**src/rtl/dcf_pkg.sv**
```systemverilog
// Shared types, constants and decode helpers for the DCF77 time code decoder.
`timescale 1ns / 1ps
`default_nettype none

package dcf_pkg;

  localparam int unsigned CFG_IDX_W  = 2;
  localparam int unsigned CFG_DATA_W = 16;
  localparam int unsigned THRESH_W   = 10;
  localparam int unsigned GAP_W      = 16;
  localparam int unsigned TIMEOUT_W  = 16;
  localparam int unsigned FRAME_W    = 60;
  localparam int unsigned BITCNT_W   = 6;

  localparam logic [THRESH_W-1:0]  THRESH_RESET  = 10'd140;
  localparam logic [GAP_W-1:0]     GAP_RESET     = 16'd1200;
  localparam logic [TIMEOUT_W-1:0] TIMEOUT_RESET = 16'd3000;
  localparam logic [TIMEOUT_W-1:0] TIMEOUT_MAX   = 16'hFFFF;

  localparam logic [BITCNT_W-1:0] LAST_BIT_POS = 6'd59;
  localparam logic [5:0]          LAST_SECOND  = 6'd59;
  localparam logic [6:0]          LAST_MINUTE  = 7'd59;
  localparam logic [5:0]          LAST_HOUR    = 6'd23;

  typedef enum logic [CFG_IDX_W-1:0] {
    REG_BIT_THRESHOLD = 2'd0,
    REG_MINUTE_GAP    = 2'd1,
    REG_SYNC_TIMEOUT  = 2'd2
  } cfg_reg_t;

  // result word, level_echo in the lowest bits
  typedef struct packed {
    logic       frame_closed;
    logic       synced;
    logic [7:0] year;
    logic [4:0] month;
    logic [5:0] day;
    logic [2:0] weekday;
    logic [5:0] hour;
    logic [6:0] minute;
    logic [5:0] second;
    logic       level_echo;
  } result_t;

  localparam int unsigned RESULT_W = $bits(result_t);
  localparam int unsigned OUT_W    = ((RESULT_W + 7) / 8) * 8;

  // two BCD digits to binary, no range check
  function automatic logic [7:0] bcd_to_bin(input logic [7:0] code);
    logic [7:0] tens;
    tens = {4'd0, code[7:4]};
    return (tens << 3) + (tens << 1) + {4'd0, code[3:0]};
  endfunction

endpackage

`default_nettype wire

```
**src/rtl/dcf77_time_code_decoder.sv**
```systemverilog
// DCF77 time code decoder: pin sample stream in, decoded time word per sample out.
// The result word for an input word is registered and appears in the cycle after it is accepted.
// Throughput: one word per cycle; s_tready drops only while the result register
// is full and m_tready is low.
// Reset (rst, synchronous): all decode state, held time fields and the sync flag
// clear; the configuration registers return to 140 ms, 1200 ms and 3000 samples.
`timescale 1ns / 1ps
`default_nettype none

module dcf77_time_code_decoder #(
  parameter int unsigned TIME_WIDTH = 16,
  localparam int unsigned IN_W = ((TIME_WIDTH + 1 + 7) / 8) * 8
) (
  input  wire logic                             clk,
  input  wire logic                             rst,
  input  wire logic                             s_tvalid,
  output logic                                  s_tready,
  input  wire logic [IN_W-1:0]                  s_tdata,    // pin_level, now_ms
  output logic                                  m_tvalid,
  input  wire logic                             m_tready,
  // level_echo, second, minute, hour, weekday, day, month, year, synced, frame_closed
  output logic [dcf_pkg::OUT_W-1:0]             m_tdata,
  input  wire logic                             cfg_valid,
  output logic                                  cfg_ready,
  input  wire logic [dcf_pkg::CFG_IDX_W-1:0]    cfg_index,
  input  wire logic [dcf_pkg::CFG_DATA_W-1:0]   cfg_data
);
  import dcf_pkg::*;

  localparam int unsigned CW = (TIME_WIDTH > GAP_W) ? TIME_WIDTH : GAP_W;

  logic [THRESH_W-1:0]   bit_threshold_ms;
  logic [GAP_W-1:0]      minute_gap_ms;
  logic [TIMEOUT_W-1:0]  sync_timeout_samples;

  logic                  last_level,     last_level_next;
  logic [TIME_WIDTH-1:0] last_rise_ms,   last_rise_ms_next;
  logic [BITCNT_W-1:0]   bit_count,      bit_count_next;
  logic [FRAME_W-1:0]    bit_buffer,     bit_buffer_next;
  logic [TIMEOUT_W-1:0]  timeout_count,  timeout_count_next;
  logic [5:0]            seconds_held,   seconds_held_next;
  logic [6:0]            minute_held,    minute_held_next;
  logic [5:0]            hour_held,      hour_held_next;
  logic [2:0]            weekday_held,   weekday_held_next;
  logic [5:0]            day_held,       day_held_next;
  logic [4:0]            month_held,     month_held_next;
  logic [7:0]            year_held,      year_held_next;
  logic                  sync_flag,      sync_flag_next;
  logic                  closed;
  result_t               result;

  logic                  accept;
  logic                  level;
  logic [TIME_WIDTH-1:0] now;
  logic [TIME_WIDTH-1:0] elapsed;
  logic [CW-1:0]         elapsed_ext;
  logic                  rise, fall;
  logic                  date_good;
  logic [TIMEOUT_W-1:0]  timeout_mid;
  logic                  sync_mid;

  assign accept    = s_tvalid && s_tready;
  assign s_tready  = !m_tvalid || m_tready;
  assign cfg_ready = 1'b1;

  always_comb begin
    level       = s_tdata[0];
    now         = s_tdata[TIME_WIDTH:1];
    elapsed     = now - last_rise_ms;
    elapsed_ext = CW'(elapsed);
    rise        = level && !last_level;
    fall        = !level && last_level;
    closed      = rise && (elapsed_ext > CW'(minute_gap_ms));
    date_good   = 1'b0;

    last_level_next   = level;
    last_rise_ms_next = last_rise_ms;
    bit_count_next    = bit_count;
    bit_buffer_next   = bit_buffer;
    seconds_held_next = seconds_held;
    minute_held_next  = minute_held;
    hour_held_next    = hour_held;
    weekday_held_next = weekday_held;
    day_held_next     = day_held;
    month_held_next   = month_held;
    year_held_next    = year_held;

    if (rise) begin
      seconds_held_next = (seconds_held == LAST_SECOND) ? 6'd0 : seconds_held + 6'd1;
      last_rise_ms_next = now;
    end

    if (fall) begin
      if (elapsed_ext >= CW'(bit_threshold_ms)) begin
        bit_buffer_next[bit_count] = 1'b1;
      end
      if (bit_count == LAST_BIT_POS) begin
        bit_count_next  = '0;
        bit_buffer_next = '0;
      end else begin
        bit_count_next = bit_count + 6'd1;
      end
    end

    if (closed) begin
      if (bit_count == LAST_BIT_POS) begin
        // minute: good parity loads, bad parity advances the held time
        if ((^bit_buffer[27:21]) == bit_buffer[28]) begin
          minute_held_next = 7'(bcd_to_bin({1'b0, bit_buffer[27:21]}));
        end else if (minute_held >= LAST_MINUTE) begin
          minute_held_next = '0;
          hour_held_next   = (hour_held >= LAST_HOUR) ? 6'd0 : hour_held + 6'd1;
        end else begin
          minute_held_next = minute_held + 7'd1;
        end
        if ((^bit_buffer[34:29]) == bit_buffer[35]) begin
          hour_held_next = 6'(bcd_to_bin({2'b0, bit_buffer[34:29]}));
        end
        if ((^bit_buffer[57:36]) == bit_buffer[58]) begin
          date_good         = 1'b1;
          weekday_held_next = bit_buffer[44:42];
          day_held_next     = 6'(bcd_to_bin({2'b0, bit_buffer[41:36]}));
          month_held_next   = 5'(bcd_to_bin({3'b0, bit_buffer[49:45]}));
          year_held_next    = bcd_to_bin(bit_buffer[57:50]);
        end
      end
      seconds_held_next = '0;
      bit_count_next    = '0;
      bit_buffer_next   = '0;
    end

    timeout_mid    = date_good ? '0 : timeout_count;
    sync_mid       = date_good ? 1'b1 : sync_flag;
    sync_flag_next = (timeout_mid > sync_timeout_samples) ? 1'b0 : sync_mid;
    timeout_count_next = (timeout_mid == TIMEOUT_MAX) ? timeout_mid
                                                      : timeout_mid + 16'd1;
  end

  always_comb begin
    result.level_echo   = level;
    result.second       = seconds_held_next;
    result.minute       = minute_held_next;
    result.hour         = hour_held_next;
    result.weekday      = weekday_held_next;
    result.day          = day_held_next;
    result.month        = month_held_next;
    result.year         = year_held_next;
    result.synced       = sync_flag_next;
    result.frame_closed = closed;
  end

  always_ff @(posedge clk) begin
    if (rst) begin
      bit_threshold_ms     <= THRESH_RESET;
      minute_gap_ms        <= GAP_RESET;
      sync_timeout_samples <= TIMEOUT_RESET;
    end else if (cfg_valid) begin
      unique case (cfg_reg_t'(cfg_index))
        REG_BIT_THRESHOLD: bit_threshold_ms     <= cfg_data[THRESH_W-1:0];
        REG_MINUTE_GAP:    minute_gap_ms        <= cfg_data[GAP_W-1:0];
        REG_SYNC_TIMEOUT:  sync_timeout_samples <= cfg_data[TIMEOUT_W-1:0];
        default: ;
      endcase
    end
  end

  always_ff @(posedge clk) begin
    if (rst) begin
      last_level    <= 1'b0;
      last_rise_ms  <= '0;
      bit_count     <= '0;
      bit_buffer    <= '0;
      timeout_count <= '0;
      seconds_held  <= '0;
      minute_held   <= '0;
      hour_held     <= '0;
      weekday_held  <= '0;
      day_held      <= '0;
      month_held    <= '0;
      year_held     <= '0;
      sync_flag     <= 1'b0;
    end else if (accept) begin
      last_level    <= last_level_next;
      last_rise_ms  <= last_rise_ms_next;
      bit_count     <= bit_count_next;
      bit_buffer    <= bit_buffer_next;
      timeout_count <= timeout_count_next;
      seconds_held  <= seconds_held_next;
      minute_held   <= minute_held_next;
      hour_held     <= hour_held_next;
      weekday_held  <= weekday_held_next;
      day_held      <= day_held_next;
      month_held    <= month_held_next;
      year_held     <= year_held_next;
      sync_flag     <= sync_flag_next;
    end
  end

  always_ff @(posedge clk) begin
    if (rst) begin
      m_tvalid <= 1'b0;
    end else if (accept) begin
      m_tvalid <= 1'b1;
    end else if (m_tready) begin
      m_tvalid <= 1'b0;
    end
  end

  always_ff @(posedge clk) begin
    if (accept) begin
      m_tdata <= OUT_W'(result);
    end
  end

endmodule

`default_nettype wire

```
**config.mk**
```make
export PLATFORM = sky130hd
export DESIGN_NAME = dcf77_time_code_decoder
export DESIGN_NICKNAME = d
export VERILOG_FILES = /design/src/rtl/dcf_pkg.sv /design/src/rtl/dcf77_time_code_decoder.sv
export SDC_FILE = /design/constraint.sdc
export NUM_CORES = 1
export LEC_CHECK = 0
export BUFFER_PORTS_ARGS = -buffer_cell sky130_fd_sc_hd__clkbuf_2
export CORE_ASPECT_RATIO = 0.6
export CORE_MARGIN = 2
export CORE_UTILIZATION = 45
export DETAILED_ROUTE_END_ITERATION = 8
export GPL_TIMING_DRIVEN = 0
export PLACE_DENSITY = 0.69
export SYNTH_ARGS = -nofsm -noshare
export SYNTH_HDL_FRONTEND = slang
export SYNTH_SLANG_ARGS = --single-unit
```
**constraint.sdc**
```tcl
create_clock -name clk -period 5.4 [get_ports clk]
set_input_delay 0.27 -clock clk [delete_from_list [all_inputs] [get_ports clk]]
set_output_delay 0.27 -clock clk [all_outputs]
set_load 0.05 [all_outputs]
```
# Word level (Yosys, flattened, before mapping)
# Cells that the tools add are included.
totals:
  out_inout_bits: 51
  input_bits: 47
  wordCells: 115
  regBits: 228
classes:
  eq_ne: 8
  muxes: 43
  n_bitwise: 1
  magnitude_cmp: 7
  add_sub_neg: 16
  reduce_logical: 22
ops:
  columns: ["op", "n"]
  rows:
  - ["$mux W60", 4]
  - ["$mux W6", 15]
  - ["$or A60 B60 Y60", 1]
  - ["$gt A16 B16 Y1", 2]
  - ["$mux W16", 2]
  - ["$mux W7", 4]
  - ["$mux W8", 3]
  - ["$reduce_xor A22 Y1", 1]
  - ["$add A6 B1 Y6 const B", 3]
  - ["$add A16 B1 Y16 const B", 1]
  - ["$eq A16 B16 Y1 const B", 1]
  - ["$ge A16 B10 Y1", 1]
  - ["$sub A16 B16 Y16", 1]
  - ["$mux W5", 3]
  - ["$add A5 B3 Y6", 2]
  - ["$add A6 B4 Y6", 2]
  - ["$eq A6 B6 Y1 const B", 2]
  - ["$reduce_and A2 Y1", 5]
  - ["$mux W3", 3]
  - ["$add A7 B5 Y8", 1]
  - ["$add A8 B4 Y8", 1]
  - ["$mux W1", 8]
  - ["$add A6 B4 Y7", 1]
  - ["$add A7 B1 Y7 const B", 1]
  - ["other kinds (20)", 29]

# Longest topological paths before layout
depth:
  depth_word: 9
  ltp_mapped: 29
  depth_no_buf: 27

# Worst setup path after synthesis
# No wires, ideal clock.
synth_path:
  path_kind: "register -> register"
  startpoint: "reg last_rise_ms[1]"
  endpoint: "reg sync_flag"
  path_stages_with_launch: 28
  setup_time_ns: 0.095
  synth_period_minus_slack_ns: 5.737
  required_ns: 5.305
  n_path_buf: 2
  arrival_time_ns: 5.641
  path_slack_ns: -0.337
  cell_sequence: "dfxtp_1 -> inv_1 -> ha_1 -> nor2b_1 -> o21a_1 -> o21ai_0 -> a2111oi_0 -> or3_1 -> a21oi_1 -> xnor2_1 -> ha_1 -> nand3_1 -> nor3_1 -> a221o_1 -> o311a_1 -> mux2i_1 -> clkbuf_1 -> clkbuf_1 -> and2_1 -> ha_1 -> and4_1 -> a21oi_1 -> nand2_1 -> a221oi_1 -> nand2_1 -> o41ai_1 -> a32oi_1 -> a221oi_1"
synth_between:
  elab_chain_cells: 7
  word_cells_on_any_way: 8
  classes_between: "1 x add/sub; 2 x order compare; 4 x mux; 1 x reduce/logical"
synth_lines:
  columns: ["item", "line", "source"]
  rows:
  - ["start: declaration", "dcf77_time_code_decoder.sv:37", "logic [TIME_WIDTH-1:0] last_rise_ms, last_rise_ms_next;"]
  - ["start signal: assignment", "dcf77_time_code_decoder.sv:184", "last_rise_ms <= last_rise_ms_next;"]
  - ["$sub A16 B16 Y16 *", "dcf77_time_code_decoder.sv:69", "elapsed = now - last_rise_ms;"]
  - ["$gt A16 B16 Y1 *", "dcf77_time_code_decoder.sv:73", "closed = rise && (elapsed_ext > CW'(minute_gap_ms));"]
  - ["$logic_and A1 B1 Y1 *", "dcf77_time_code_decoder.sv:73", null]
  - ["$mux W1 *", "dcf77_time_code_decoder.sv:105", "if (closed) begin"]
  - ["$mux W16", "dcf77_time_code_decoder.sv:132", "timeout_mid = date_good ? '0 : timeout_count;"]
  - ["$gt A16 B16 Y1", "dcf77_time_code_decoder.sv:134", "sync_flag_next = (timeout_mid > sync_timeout_samples) ? 1'b0 : sync_mid;"]
  - ["$mux W1 *", "dcf77_time_code_decoder.sv:134", null]
  - ["end signal: assignment", "dcf77_time_code_decoder.sv:195", "sync_flag <= sync_flag_next;"]
  - ["end: declaration", "dcf77_time_code_decoder.sv:48", "logic sync_flag, sync_flag_next;"]
# Every way passes the cells marked *; elsewhere a longest branch is shown, timed or not.
# A chain may end at the register's enable or synchronous reset.

# Worst setup path after layout
layout_path:
  startpoint: "reg last_rise_ms[0]"
  endpoint: "reg sync_flag"
# Same word-level chain as after synthesis.

==> impl_results.md <==
* Final TNS setup at -1600 ps
* DRC violations left at 0
* Rows at 44
* Slew @ Worst Pin at 1010 ps
* Final total power at 3.67 mW
* Mapped cell area at 11100 um2
* NumNets Final at 1558
* FMAX at 175 MHz
* Required time of the critical path at 5820 ps
* Crit share post-route at 1.06
* Critical path arrival at 6140 ps
* Input/output buffers at 85
* Final setup viols at 22
* Worst hold margin at 18.8 ps
* Share of cells above drive strength 1 at 0.177
* Syn Area/Cell at 8.72 um2
* MaxCap Viol Count at 0
* Initial antenna violation count at 0
* CP max stage cell: xnor2_1
* Hpwl dp at 23200 um
* Finished Core Util at 0.554
* Core area at 24200 um2
* Die Wd at 207 um
* Outcome: finished, violations left
* Startpoint Class: register
* Leakage at 5.30 nW
* Post-synth EDFFs at 44
* Vias in the first global route at 8664
* Synth cell types at 69
* Hold WC Path Type: input port to register
* N_diodes at 0
* Die ar. at 25900 um2
* Setup Skew at 16.8 ps
* Largest net degree at the start of global routing at 37
* Gr usage total at 0.241
* Gp weighted congestion at 0.928
* Commonest non-fill, non-tap cell in the layout: nand2_1
* Hold Fails Final Rpt at 0
* Drt initial violations at 1021
* CP max FO at 3
* Primary flip-flop cell chosen by synthesis mapping: dfxtp_1
* Max clock buf depth at 3
* Starting Density at 0.458
* Post-synthesis sequential area ratio at 0.412
* H-tree levels at 1
* Max-slew violations at 0
* Synth Instances at 1270
* Syn-to-layout area delta at 21.0%
* CTS sink cnt at 206
* Clk slew on worst S/H paths at 60 ps
* Min Tclk post-route at 5720 ps
* FF+latch count, synth at 206
* Max incr delay on CP at 390 ps
* Final WL at 32400 um
* Yosys warns at 0
* TritonCTS clock tree: done
* DRT antenna net count at 0
* Worst VDD drop at 0.000199 V
* CTS Buf Count at 21
* Failing checks: setup timing
* Io pins at 98
* Root Buffer: clkbuf_16
* Relative slew margins at 0.325
* WL/cell at 18.4 um
* First-pass GRT wire length at 49100 um
* Asr flop ratio synth at 0
* PwrDens at 274 nW/um2
* Critical path class: register to register
* Height of the die at 126 um
* RSZ-0062 raised after global routing: yes
* Worst-Skew Late Latency at 510 ps
* Setup crit end kind: register
* Drt pass-1 iters at 7
* Vias/cell at 5.58
* Most frequent cells in the layout: nand2_1 (209), dfxtp_1 (159), a21oi_1 (121)
* Congestion Overflow GR at 0
* Via count at 9825
* Final setup margin at -324 ps
-- Yosys cell counts, drive strengths merged, types with 3 or more instances --
master  number  area share
or2          3      0.0017
a21o        17       0.012
mux2        16       0.016
xnor2       51       0.040
o211ai      12      0.0081
a22o        26       0.021
nor2b       11      0.0062
ha          80       0.090
o211a        3      0.0027
clkbuf      51       0.017
nor4         6      0.0034
dfxtp      162        0.29
and3         5      0.0028
and2        14      0.0079
edfxtp      44        0.12
inv         75       0.025
nor3        34       0.015
a31oi        6      0.0034
o22ai        3      0.0017
a21oi      126       0.057
o31ai        3      0.0033
fa           7       0.013
nand4       13      0.0073
buf         16      0.0093
nand2b      13      0.0073
o21ai       46       0.021
or4          4      0.0027
a211oi       9      0.0061
a32o        16       0.014
nor2        81       0.027
nand2      211       0.072
nor3b        5      0.0034
o31a         3      0.0024
a211o        4      0.0032
o21a        12      0.0081
xor2        13       0.010
or3          7      0.0044
a21boi       3      0.0020
nand3b       8      0.0054
nand3       19      0.0086
or3b         3      0.0024
-- report_power, final --
part           total (mW)  switching, mW  internal [mW]
Clock                1.45          0.620          0.827
Combinational       0.582          0.376          0.206
Sequential           1.64         0.0236           1.61
Total                3.67           1.02           2.65
-- worst paths after layout --
| check | from | end | slack (ps) | cells past startpoint |
|---|---|---|---|---|
| max reg2reg | last_rise_ms[0] | sync_flag | -320 | 28 |
| min | s_tdata[9] | last_rise_ms[8] | 20 | 3 |
| max | last_rise_ms[0] | sync_flag | -320 | 28 |
| min reg2reg | year_held[3] | year_held[3] | 460 | 2 |
-- what timing repair did --
action                                  CTS  global route
gates resized for setup                  47            32
endpoints found under the setup margin   47            39
pin swaps                                36            39
hold endpoints to repair                  7             0
hold buffers                              7             0
buffers inserted                         23            11
gates cloned                              1             0
-- state kept, by name, indices dropped and copies added (netlist names) --
signal,cells
minute_gap_ms,16
bit_threshold_ms,10
sync_flag,1
minute_held,7
month_held,5
year_held,8
timeout_count,16
hour_held,6
last_rise_ms,16
seconds_held,6
last_level,1
weekday_held,3
day_held,6
sync_timeout_samples,16
m_tdata,44
m_tvalid,1
bit_count,6
bit_buffer,38
-- per-layer routing --
layer / wire length (um) / global-route usage / up-vias
met1: 15800 / 0.381 / 4638
met4: 511 / 0.0429 / 0
met5: 0 / 0 / -
met3: 3060 / 0.0662 / 37
met2: 12900 / 0.323 / 400
li1: - / - / 4750
-- worst max-delay path, delay by kind of cell, from the launching register on --
| kind | cells | cell delay (ps) |
|---|---|---|
| multiplexers | 1 | 220 |
| adder cells (fa/ha/maj) | 4 | 1060 |
| AO/OA/AOI/OAI | 14 | 2660 |
| flip-flops | 1 | 320 |
| buffers and inverters | 3 | 410 |
| XOR/XNOR | 1 | 390 |
| AND/OR/NAND/NOR | 5 | 560 |
-- area by class of cell --
class | count | area (um2)
plain buffers | 67 | 344
clock buffers | 33 | 611
clock inverters | 5 | 55.1
fillers | 2165 | 10800
inverters | 75 | 282
multi-input cells | 925 | 6350
flip-flops and latches | 206 | 4570
well taps | 322 | 403
repair buffers | 128 | 792
-- metrics by stage --
stage          area, um2  worst slack [ps]  std cells
2_1_floorplan      11100              16.0       1273
3_3_place_gp       12000              -993       1680
3_5_place_dp       12000             -1070       1681
4_1_cts            13100              -251       1750
5_1_grt            13400              -565       1761
6_report           13400              -324       1761
-- cells by family (layout without fill, tap and decap cells) --
group | after synthesis | after routing | share of synthesized area
XOR/XNOR | 64 | 64 | 0.0506
multiplexers | 18 | 18 | 0.0181
buffers and inverters | 142 | 308 | 0.0520
AO/OA/AOI/OAI | 307 | 307 | 0.180
other | 2 | 5 | 0.000678
flip-flops | 206 | 206 | 0.412
adder cells (fa/ha/maj) | 87 | 87 | 0.103
AND/OR/NAND/NOR | 444 | 444 | 0.184
Note: power is estimated with default switching activity, not from simulation.
